===== src/hdl/twafh_pkg.sv =====
package twafh_pkg;

  localparam int unsigned HALF_W   = 16;
  localparam int unsigned WAIT_W   = 24;
  localparam int unsigned SAMPLE_W = 24;
  localparam int unsigned BYTE_W   = 8;
  localparam int unsigned ADDR_W   = 6;
  localparam int unsigned PULSE_W  = 6;
  localparam int unsigned CFG_W    = 24;

  localparam logic [HALF_W-1:0] HALF_PERIOD_RESET = 16'd100;
  localparam logic [WAIT_W-1:0] TIMEOUT_RESET     = 24'd1000000;

  // configuration register indexes
  localparam logic REG_HALF_PERIOD = 1'b0;
  localparam logic REG_TIMEOUT     = 1'b1;

  // pulse numbers within a frame
  localparam logic [PULSE_W-1:0] P_FIRST       = 6'd1;
  localparam logic [PULSE_W-1:0] P_SAMPLE_LAST = 6'd24;
  localparam logic [PULSE_W-1:0] P_ST0         = 6'd25;
  localparam logic [PULSE_W-1:0] P_END_SAMPLE  = 6'd27;
  localparam logic [PULSE_W-1:0] P_ADDR_FIRST  = 6'd30;
  localparam logic [PULSE_W-1:0] P_ADDR_LAST   = 6'd35;
  localparam logic [PULSE_W-1:0] P_DIR         = 6'd36;
  localparam logic [PULSE_W-1:0] P_GAP         = 6'd37;
  localparam logic [PULSE_W-1:0] P_DATA_FIRST  = 6'd38;
  localparam logic [PULSE_W-1:0] P_DATA_LAST   = 6'd45;
  localparam logic [PULSE_W-1:0] P_END_REG     = 6'd46;

  typedef enum logic [1:0] {
    CMD_NONE        = 2'd0,
    CMD_READ_SAMPLE = 2'd1,
    CMD_WRITE_REG   = 2'd2,
    CMD_READ_REG    = 2'd3
  } cmd_t;

  typedef enum logic [1:0] {
    PH_IDLE = 2'd0,
    PH_WAIT = 2'd1,
    PH_HIGH = 2'd2,
    PH_LOW  = 2'd3
  } phase_t;

  typedef struct packed {
    logic                sck_level;
    logic                sda_out;
    logic                sda_drive;
    logic                busy;
    logic                done;
    logic                status;
    logic [SAMPLE_W-1:0] sample;
    logic                settings_applied;
    logic [BYTE_W-1:0]   read_data;
  } res_t;

endpackage


===== src/hdl/twafh_seq.sv =====
module twafh_seq
  import twafh_pkg::*;
(
  input  logic              clk,
  input  logic              rst_n,
  input  logic              step,
  input  cmd_t              command,
  input  logic [ADDR_W-1:0] reg_addr,
  input  logic [BYTE_W-1:0] write_data,
  input  logic              sda_in,
  input  logic [HALF_W-1:0] half_period,
  input  logic [WAIT_W-1:0] timeout,
  output res_t              res
);

  phase_t                phase_r, phase_nxt;
  logic [PULSE_W-1:0]    pulse_r, pulse_nxt;
  logic [HALF_W-1:0]     half_r, half_nxt;
  logic [WAIT_W-1:0]     wait_r, wait_nxt;
  logic [SAMPLE_W-1:0]   sample_r, sample_nxt;
  logic [BYTE_W-1:0]     byte_r, byte_nxt;
  cmd_t                  cmd_r, cmd_nxt;
  logic [ADDR_W-1:0]     addr_r, addr_nxt;
  logic                  st0_r, st0_nxt;
  logic                  status_r, status_nxt;
  logic                  done;

  logic [HALF_W:0]       half_inc;
  logic [WAIT_W:0]       wait_inc;
  logic                  half_hit;
  logic [PULSE_W-1:0]    last_pulse;
  logic [PULSE_W-1:0]    drive_end;
  logic [PULSE_W-1:0]    addr_pos;

  assign half_inc   = {1'b0, half_r} + {{HALF_W{1'b0}}, 1'b1};
  assign wait_inc   = {1'b0, wait_r} + {{WAIT_W{1'b0}}, 1'b1};
  assign half_hit   = half_inc >= {1'b0, half_period};
  assign last_pulse = (cmd_r == CMD_READ_SAMPLE) ? P_END_SAMPLE : P_END_REG;

  always_comb begin
    phase_nxt  = phase_r;
    pulse_nxt  = pulse_r;
    half_nxt   = half_r;
    wait_nxt   = wait_r;
    sample_nxt = sample_r;
    byte_nxt   = byte_r;
    cmd_nxt    = cmd_r;
    addr_nxt   = addr_r;
    st0_nxt    = st0_r;
    status_nxt = status_r;
    done       = 1'b0;
    unique case (phase_r)
      PH_IDLE: begin
        if (command != CMD_NONE) begin
          cmd_nxt   = command;
          addr_nxt  = reg_addr;
          byte_nxt  = (command == CMD_WRITE_REG) ? write_data : '0;
          wait_nxt  = '0;
          phase_nxt = PH_WAIT;
        end
      end
      PH_WAIT: begin
        if (!sda_in) begin
          sample_nxt = '0;
          pulse_nxt  = P_FIRST;
          half_nxt   = '0;
          phase_nxt  = PH_HIGH;
        end else if (wait_inc >= {1'b0, timeout}) begin
          status_nxt = 1'b1;
          phase_nxt  = PH_IDLE;
          done       = 1'b1;
        end else begin
          wait_nxt = wait_inc[WAIT_W-1:0];
        end
      end
      PH_HIGH: begin
        if (half_hit) begin
          // sda sampled on the last tick of the high phase
          if (pulse_r >= P_FIRST && pulse_r <= P_SAMPLE_LAST) begin
            sample_nxt = {sample_r[SAMPLE_W-2:0], sda_in};
          end else if (pulse_r == P_ST0) begin
            st0_nxt = sda_in;
          end else if (cmd_r == CMD_READ_REG && pulse_r >= P_DATA_FIRST &&
                       pulse_r <= P_DATA_LAST) begin
            byte_nxt = {byte_r[BYTE_W-2:0], sda_in};
          end
          half_nxt  = '0;
          phase_nxt = PH_LOW;
        end else begin
          half_nxt = half_inc[HALF_W-1:0];
        end
      end
      PH_LOW: begin
        if (half_hit) begin
          half_nxt = '0;
          if (cmd_r == CMD_WRITE_REG && pulse_r >= P_DATA_FIRST &&
              pulse_r <= P_DATA_LAST) begin
            byte_nxt = {byte_r[BYTE_W-2:0], 1'b0};
          end
          if (pulse_r >= last_pulse) begin
            status_nxt = 1'b0;
            pulse_nxt  = '0;
            phase_nxt  = PH_IDLE;
            done       = 1'b1;
          end else begin
            pulse_nxt = pulse_r + P_FIRST;
            phase_nxt = PH_HIGH;
          end
        end else begin
          half_nxt = half_inc[HALF_W-1:0];
        end
      end
    endcase
  end

  // pin levels and result fields follow the updated state
  assign drive_end = (cmd_nxt == CMD_WRITE_REG) ? P_DATA_LAST : P_DIR;
  assign addr_pos  = P_ADDR_LAST - pulse_nxt;

  always_comb begin
    res                  = '0;
    res.busy             = (phase_nxt != PH_IDLE);
    res.done             = done;
    res.status           = status_nxt;
    if (phase_nxt == PH_HIGH || phase_nxt == PH_LOW) begin
      res.sck_level = (phase_nxt == PH_HIGH);
      if (cmd_nxt != CMD_READ_SAMPLE && pulse_nxt >= P_ADDR_FIRST &&
          pulse_nxt <= drive_end) begin
        res.sda_drive = 1'b1;
        if (pulse_nxt <= P_ADDR_LAST) begin
          res.sda_out = addr_nxt[addr_pos[2:0]];
        end else if (pulse_nxt == P_DIR) begin
          res.sda_out = (cmd_nxt == CMD_WRITE_REG);
        end else if (pulse_nxt == P_GAP) begin
          res.sda_out = 1'b1;
        end else begin
          res.sda_out = byte_nxt[BYTE_W-1];
        end
      end
    end
    if (phase_nxt == PH_IDLE) begin
      res.sample           = sample_nxt;
      res.settings_applied = st0_nxt;
      res.read_data        = (cmd_nxt == CMD_READ_REG) ? byte_nxt : '0;
    end
  end

  always_ff @(posedge clk) begin
    if (!rst_n) begin
      phase_r  <= PH_IDLE;
      pulse_r  <= '0;
      half_r   <= '0;
      wait_r   <= '0;
      sample_r <= '0;
      byte_r   <= '0;
      cmd_r    <= CMD_NONE;
      addr_r   <= '0;
      st0_r    <= 1'b0;
      status_r <= 1'b0;
    end else if (step) begin
      phase_r  <= phase_nxt;
      pulse_r  <= pulse_nxt;
      half_r   <= half_nxt;
      wait_r   <= wait_nxt;
      sample_r <= sample_nxt;
      byte_r   <= byte_nxt;
      cmd_r    <= cmd_nxt;
      addr_r   <= addr_nxt;
      st0_r    <= st0_nxt;
      status_r <= status_nxt;
    end
  end

endmodule


===== src/hdl/two_wire_adc_frame_host.sv =====
// two-wire adc frame host: pin-level sequencer for a two-wire pulse link
// in channel: one transaction per sequencer tick, carrying the sda pin level
//   and, when the host is idle, a command (none, read sample, write register,
//   read register) with its register address and write byte
// out channel: exactly one transaction per input transaction, giving the sck
//   and sda pin levels after that tick plus busy, status, the signed 24-bit
//   sample, st0 and the byte read back; out_tlast is the done pulse that marks
//   the tick on which a command ends
// config port: half period and timeout registers, written while idle; the
//   sequencer sees new values on the next accepted tick
// result: registered; it sits in the output register the cycle after its input
//   transaction is accepted
// throughput: one transaction per cycle unless stalled; each tick is one pass
//   through the sequencer next-state logic between the state and output registers
// stall: while the output register holds an untaken result, in_tready
//   follows out_tready, so the sequencer only advances on accepted ticks
// reset: sequencer idle, all counters, shift registers and status cleared,
//   config registers back to 100 ticks per phase and 1000000 ticks timeout,
//   output register empty
module two_wire_adc_frame_host
  import twafh_pkg::*;
(
  input  logic             clk,
  input  logic             rst_n,
  // config write port
  input  logic             cfg_wr_en,
  input  logic             cfg_index,
  input  logic [CFG_W-1:0] cfg_wdata,
  // input ticks
  input  logic             in_tvalid,
  output logic             in_tready,
  input  logic [15:0]      in_tdata,   // reg_addr[5:0], write_data[13:6], sda_in[14], pad
  input  logic [1:0]       in_tuser,   // command[1:0]
  // results
  output logic             out_tvalid,
  input  logic             out_tready,
  // sck_level[0], sda_out[1], sda_drive[2], busy_res[3], status[4], sample[28:5],
  // settings_applied[29], read_data[37:30], pad[39:38]
  output logic [39:0]      out_tdata,
  output logic             out_tlast   // done_res
);

  logic [HALF_W-1:0] half_period_r;
  logic [WAIT_W-1:0] timeout_r;
  logic              out_valid_r;
  res_t              out_res_r;
  res_t              res;
  logic              in_accept;

  // output register frees up when empty or being taken this cycle
  assign in_tready = !out_valid_r || out_tready;
  assign in_accept = in_tvalid && in_tready;

  always_ff @(posedge clk) begin
    if (!rst_n) begin
      half_period_r <= HALF_PERIOD_RESET;
      timeout_r     <= TIMEOUT_RESET;
    end else if (cfg_wr_en) begin
      unique case (cfg_index)
        REG_HALF_PERIOD: half_period_r <= cfg_wdata[HALF_W-1:0];
        REG_TIMEOUT:     timeout_r     <= cfg_wdata[WAIT_W-1:0];
      endcase
    end
  end

  twafh_seq u_seq (
    .clk         (clk),
    .rst_n       (rst_n),
    .step        (in_accept),
    .command     (cmd_t'(in_tuser)),
    .reg_addr    (in_tdata[5:0]),
    .write_data  (in_tdata[13:6]),
    .sda_in      (in_tdata[14]),
    .half_period (half_period_r),
    .timeout     (timeout_r),
    .res         (res)
  );

  always_ff @(posedge clk) begin
    if (!rst_n) begin
      out_valid_r <= 1'b0;
    end else if (in_accept) begin
      out_valid_r <= 1'b1;
    end else if (out_tready) begin
      out_valid_r <= 1'b0;
    end
  end

  // payload register, loaded with each accepted tick
  always_ff @(posedge clk) begin
    if (in_accept) begin
      out_res_r <= res;
    end
  end

  assign out_tvalid = out_valid_r;
  assign out_tdata  = {2'b00, out_res_r.read_data, out_res_r.settings_applied,
                       out_res_r.sample, out_res_r.status,
                       out_res_r.busy, out_res_r.sda_drive, out_res_r.sda_out,
                       out_res_r.sck_level};
  assign out_tlast  = out_res_r.done;

endmodule

===== config.mk =====
export PLATFORM = sky130hd
export DESIGN_NAME = two_wire_adc_frame_host
export DESIGN_NICKNAME = d
export VERILOG_FILES = /design/src/hdl/twafh_pkg.sv /design/src/hdl/twafh_seq.sv /design/src/hdl/two_wire_adc_frame_host.sv
export SDC_FILE = /design/constraint.sdc
export NUM_CORES = 1
export LEC_CHECK = 0
export BUFFER_PORTS_ARGS = -buffer_cell sky130_fd_sc_hd__buf_4
export CAP_MARGIN = 25
export CORE_MARGIN = 2
export CORE_UTILIZATION = 53
export DETAILED_ROUTE_END_ITERATION = 16
export GPL_ROUTABILITY_DRIVEN = 0
export PLACE_DENSITY = 0.78
export SETUP_SLACK_MARGIN = 0.1
export SLEW_MARGIN = 20
export SYNTH_ARGS = -nofsm -noshare
export SYNTH_HDL_FRONTEND = slang
export SYNTH_SLANG_ARGS = --single-unit

===== constraint.sdc =====
create_clock -name clk -period 4 [get_ports clk]
set_input_delay 0.4 -clock clk [delete_from_list [all_inputs] [get_ports clk]]
set_output_delay 0.4 -clock clk [all_outputs]
set_load 0.05 [all_outputs]

## After elaboration in Yosys (flattened, before gate mapping)

Index checks and enable logic that the tools add are counted.

- Input bits: 48
- Register bits after elaboration: 170
- Word-level logic and storage cells: 141

- Bitwise gates (word level): 1
- Add/subtract/negate cells: 4
- Reductions and logical operators: 25
- Eq/ne operators: 19
- Multiplexer cells: 59
- $lt $le $gt $ge: 11

Operator list:

| operator | count |
|---|---|
| 2-to-1 mux 24 bit | 6 |
| one-hot mux 24 bit (2 select lines) | 2 |
| 2-to-1 mux 8 bit | 8 |
| 2-to-1 mux 6 bit | 6 |
| 2-to-1 mux 16 bit | 2 |
| one-hot mux 16 bit (2 select lines) | 1 |
| adder 24 x 1 -> 25 bit, second input constant | 1 |
| greater-or-equal comparator 25 x 24 -> 1 bit | 1 |
| one-hot mux 8 bit (3 select lines) | 1 |
| 2-to-1 mux 1 bit | 19 |
| equality test 2 bit, second input constant | 9 |
| adder 16 x 1 -> 17 bit, second input constant | 1 |
| greater-or-equal comparator 17 x 16 -> 1 bit | 1 |
| 2-to-1 mux 2 bit | 8 |
| equality test 6 bit, second input constant | 2 |
| <= comparator 6 bit, second input constant | 2 |
| one-hot mux 6 bit (2 select lines) | 1 |
| nonzero test 2 bit | 5 |
| logical AND 1 bit | 8 |
| one-hot mux 2 bit (4 select lines) | 1 |
| AND reduction 2 bit | 4 |
| adder 6 x 1 -> 6 bit, second input constant | 1 |
| equality test 6 x 5 -> 1 bit, second input constant | 1 |
| greater-or-equal comparator 6 x 1 -> 1 bit, second input constant | 1 |
| 20 further kinds | 27 |

## Depth between registers and ports, before layout

- Depth after elaboration: 11
- Depth in mapped cells: 20
- Gate-level depth less buffers: 18

## By module

From an unflattened synthesis, not the netlist that was laid out.

- Cell total of the unflattened synthesis: 1107
- Area, all modules: 9609.2 µm²

By module, submodules not included:

| module | sequential area each (µm²) | cells each | area each (µm²) | instances |
|---|---|---|---|---|
| twafh_seq | 1801.7 | 893 | 6751.5 | 1 |
| two_wire_adc_frame_host | 1991.9 | 214 | 2857.7 | 1 |

## Least setup slack after synthesis

Ideal clock, no wire load.

- Path type: reg-to-reg
- Start point: register u_seq.half_r[0]
- End point: register out_res_r (netlist bit out_tdata[1]) (data pin)
- Setup time: 255 ps
- Arrival time: 4006 ps
- Slack: -261 ps
- Period minus slack after synthesis: 4261 ps
- Stages on the path, launching flop included: 14
- Cell sequence: dfxtp_1 > ha_1 > nand3_1 > or2_2 > xnor2_1 > ha_1 > a211o_1 > o311ai_2 > a31oi_4 > a22oi_2 > mux4_1 > mux2_2 > o32a_1 > and3_1

- Word-level cells in the longest chain between the ends: 8
- Elaborated cells between the ends (all ways): 27

Ends and longest elaborated chain:

| item | line | RTL |
|---|---|---|
| start, declared | twafh_seq.sv:18 | `logic [HALF_W-1:0] half_r, half_nxt;` |
| start signal, assigned | twafh_seq.sv:163 | `half_r <= half_nxt;` |
| adder 16 x 1 -> 17 bit (*) | twafh_seq.sv:35 | `assign half_inc = {1'b0, half_r} + {{HALF_W{1'b0}}, 1'b1};` |
| greater-or-equal comparator 17 x 16 -> 1 bit (*) | twafh_seq.sv:37 | `assign half_hit = half_inc >= {1'b0, half_period};` |
| 2-to-1 mux 6 bit | twafh_seq.sv:94 | `if (half_hit) begin` |
| one-hot mux 6 bit (2 select lines) | twafh_seq.sv:52 | `unique case (phase_r)` |
| subtractor 2 x 3 -> 3 bit (tied with other cells) | twafh_seq.sv:118 | `assign addr_pos = P_ADDR_LAST - pulse_nxt;` |
| binary-select mux 1 bit (select 3 bit) (tied with other cells) | twafh_seq.sv:131 | `res.sda_out = addr_nxt[addr_pos[2:0]];` |
| 2-to-1 mux 1 bit (implied by the code) (tied with other cells) | twafh_seq.sv:131 |  |
| 2-to-1 mux 1 bit or AND reduction 2 bit (tied branches) | -- |  |
| end signal, assigned | two_wire_adc_frame_host.sv:92 | `out_res_r <= res;` |
| end, declared | two_wire_adc_frame_host.sv:46 | `res_t out_res_r;` |

Mark *: on every way between the ends. The rest lies on a longest branch, timed or not. The select of a mux whose other input is x is not followed.
A chain may end at the register's enable or synchronous reset.

## Worst setup path in the final report

Ends and elaborated chain as after synthesis.

==> metrics.md <==
| Metric | Value |
|---|---|
| Total Wirelength | 24600 um |
| Synth unique cells | 73 |
| CTS Root Buffer Type | clkbuf_16 |
| Final WS setup | -20.7 ps |
| Tmin final | 4020 ps |
| Layout area overhead | 26.2% |
| Number of vias per cell | 5.86 |
| Pre-antenna DRT Iters | 6 |
| FF-to-FF setup slack | -20 ps |
| Clock share of power | approximately 37% |
| Grt ovf | 0 |
| CTS Buffer Depth | 2 |
| Required time of the critical path | between 4000 and 5000 ps |
| Final cell count without fillers | 1469 |
| H-tree depth | 4 |
| Vias in the first global route | 8042 |
| Top Family by Delay on Critical Path | compound AO/OA/AOI/OAI gates |
| Post-synth EDFFs | 39 |
| Hpwl dp | roughly 16000 um |
| CP Class | reg -> reg |
| Max rail drop VDD | ~0.00035 V |
| Net Sw Frac | 31.2% |
| Register area share after synthesis | roughly two fifths |
| Share of layout cells above drive strength 1 | between 20% and 30% |
| Top Ports | around 90 |
| Mapped Area | approximately 0.0096 mm^2 |
| DRC | 0 |
| Slew Viols, Final | 0 |
| Most frequent cells in the layout | buf_4, nand2_1, dfxtp_1 |
| Worst-skew pair later-pin latency | 440 ps |
| Top FF cell, synth | dfxtp_1 |
| # rows | 49 |
| NetSw | between 1 and 1.5 mW |
| Final nets | 1329 |
| CTS sink cnt | between 150 and 200 |
| Endpoints failing hold | 0 |
| Die ar. | between 0.015 and 0.02 mm^2 |
| Post-Syn Area per Cell | just under 9 um^2 |
| DRT iter0 DRCs | a little over 700 |
| Slowest stage delay, CP | roughly 490 ps |
| Pint | slightly below 3 mW |
| Worst path most repeated cell | buf_6 |
| Largest cells by area after synthesis | dfxtp_1, edfxtp_1, ha_1 |
| # fillers | between 1000 and 1500 |
| Register area | 0.00382 mm^2 |
| Antenna Cells | 0 |
| Max FO, Critical Path | 5 |
| Initial antenna violation count | 0 |
| Fmax | roughly 250 MHz |
| DR vias | ~8600 |
| Critical path startpoint category | flip-flop |
| Multi-input combinational cell area | 0.00581 mm^2 |
| Cells after synthesis | 1094 |
| Clock Skew | 11.5 ps |
| Post-synthesis async set-or-reset flop share | 0% |
| Synthesis warning total | 0 |
| RSZ-0062 raised after global routing | yes |
| Buf/Inv on CP | 2 |
| Most common cell after layout, fill and taps aside | buf_4 |
| Leak | ~5 nW |
| CTS Hold Bufs | 0 |
| Port Buffers | 87 |
| Final Cycle Share | 101% |
| Combinational power share | between 10% and 20% |
| Placed cells | between 1000 and 1500 |
| Post-layout power | between 4 and 5 mW |
| Failing checks | negative setup slack |
| CP Cell Sequence | ha_4 > nand3_4 > or2_4 > xnor2_2 > ha_1 > a211o_1 > buf_6 > o311ai_4 > a31oi_4 > a22oi_2 > buf_6 > mux4_2 > mux2_4 > o32a_1 > and3_1 |
| PwrDens | between 300 and 400 mW/mm^2 |
| Max_cap viols | 0 |
| ANT nets after route | 0 |
| Sequential power share | a little over two fifths |
| Core area | 0.0178 mm^2 |
| Synth top area share | 27.3% |
| Wire per inst | ~17 um |
| First-pass GRT wire length | 38700 um |
| Critical-path top delay cell | mux4_2 |
| Worst Setup End Kind | flip-flop |
| Chip width | ~140 um |
| Overall routing resource usage | between 20% and 30% |
| Initial Util | 53.8% |
| Arrival @ worst endpoint | between 4000 and 5000 ps |
| Worst Max-Slew Pin Slew | roughly 720 ps |
| Status | finished with violations |
| Setup Viol. Count Final | 1 |
| Rel. slew slack | between 50% and 60% |
| CTS tree | done |
| Cell taking the most area after synthesis | dfxtp_1 |
| Worst hold path type | in -> reg |
| CTS clock-pin slew for the worst setup and hold paths | approximately 70 ps |
| Die Y | ~140 um |
| Number of CTS-inserted buffers | 17 |
| Largest net degree at the start of global routing | between 70 and 80 |
| Synthesized flop and latch total | 170 |
-- cell type report --
| cell class | count | area share [%] |
|---|---|---|
| tap | 229 | 2.37 |
| clock inverter | 15 | 1.23 |
| clock buffer | 17 | 3.51 |
| timing repair buffer | 179 | 11.7 |
| inverter | 55 | 1.71 |
| multi-input combinational | 804 | 48.0 |
| sequential | 170 | 31.5 |
-- worst register-to-register path, delay by kind of cell, from the launching register on --
kind	cells	cell delay (ps)
DFF	1	380
adders and majority gates	2	470
and+or+nand+nor	3	500
muxes	2	790
xor gates and xnor gates	1	130
buffers and inverters	2	280
AOI/OAI and AO/OA	5	1250
-- power by group through the flow --
stage,Clock (mW),Sequential (mW),Combinational [mW]
after floorplan,0,1.97,0.448
after global placement,0,1.90,0.745
after detailed placement,0,1.90,0.762
after CTS,1.62,1.86,0.790
after global routing,1.70,1.87,0.893
final,1.61,1.87,0.831
-- synth_stat cells (3+ instances only) --
master / number
a211oi_1: 5
a21boi_0: 47
a21o_1: 7
a21oi_1: 45
a221o_1: 3
a22oi_1: 77
a31oi_1: 6
and2_1: 9
and3_1: 6
buf_1: 3
buf_2: 7
clkbuf_1: 54
dfxtp_1: 131
edfxtp_1: 39
ha_1: 54
inv_1: 55
mux2_2: 11
mux2i_1: 5
nand2_1: 134
nand2b_1: 15
nand3_1: 41
nand3b_1: 4
nand4_1: 13
nor2_1: 74
nor2b_1: 59
nor3_1: 15
nor4_1: 5
o211a_1: 10
o211ai_1: 12
o21a_1: 9
o21ai_0: 44
o22ai_1: 3
or2_2: 3
or3_1: 3
xnor2_1: 26
xor2_1: 11
-- logic make-up (layout without fill, tap and decap cells) --
family,after synthesis,in the layout,share of synthesized area (%)
and+or+nand+nor,399,399,20.7
xor gates and xnor gates,37,37,3.38
buffers and inverters,121,266,4.90
other,1,2,0.0391
DFF,170,170,39.5
adders and majority gates,54,54,7.04
AOI/OAI and AO/OA,293,293,21.8
muxes,19,19,2.60
-- path summary, 6_finish.rpt --
path                         from         endpoint  depth (start not counted)
setup / recovery  u_seq.half_r[0]     out_tdata[1]                         15
hold / removal      cfg_wdata[19]    timeout_r[19]                          3
setup reg to reg  u_seq.half_r[0]     out_tdata[1]                         15
hold reg to reg   u_seq.addr_r[4]  u_seq.addr_r[4]                          2
-- what timing repair did --
action,4_1_cts,5_1_grt
resized for setup,34,56
pin swaps,13,29
setup buffers,9,13
endpoints found under the hold margin,0,0
setup endpoints to repair,35,87
-- metal layers --
layer / up-vias / routed length [um] / GRT usage [%]
met5: - / 0 / 0
met4: 0 / 484 / 8.86
met3: 40 / 1230 / 4.04
met2: 271 / 12100 / 40.3
met1: 4136 / 10800 / 32.2
li1: 4165 / - / -
-- sequential cells by signal, indices dropped and copies added, names as in the netlist --
signal	cells
out_tdata	38
u_seq.cmd_r	2
u_seq.wait_r	24
u_seq.pulse_r	6
u_seq.byte_r	8
u_seq.status_r	1
out_tlast	1
half_period_r	16
u_seq.phase_r	2
u_seq.half_r	16
u_seq.addr_r	6
out_tvalid	1
u_seq.st0_r	1
u_seq.sample_r	24
timeout_r	24
-- metrics by stage --
stage / util, % / cell area, um^2 / TNS (ps) / hold WS, ps / worst slack (ps)
detailed placement: 61.2 / 10900 / -172 / 456 / -115
CTS: 65.8 / 11700 / -7.84 / 179 / -7.84
floorplan: - / 9660 / 0 / 440 / 33.0
finish: 67.9 / 12100 / -20.7 / 183 / -20.7
global route: 67.9 / 12100 / -339 / 192 / -192
global placement: 61.0 / 10900 / -11.6 / 452 / -11.6
Note: power is estimated with default switching activity, not from simulation.
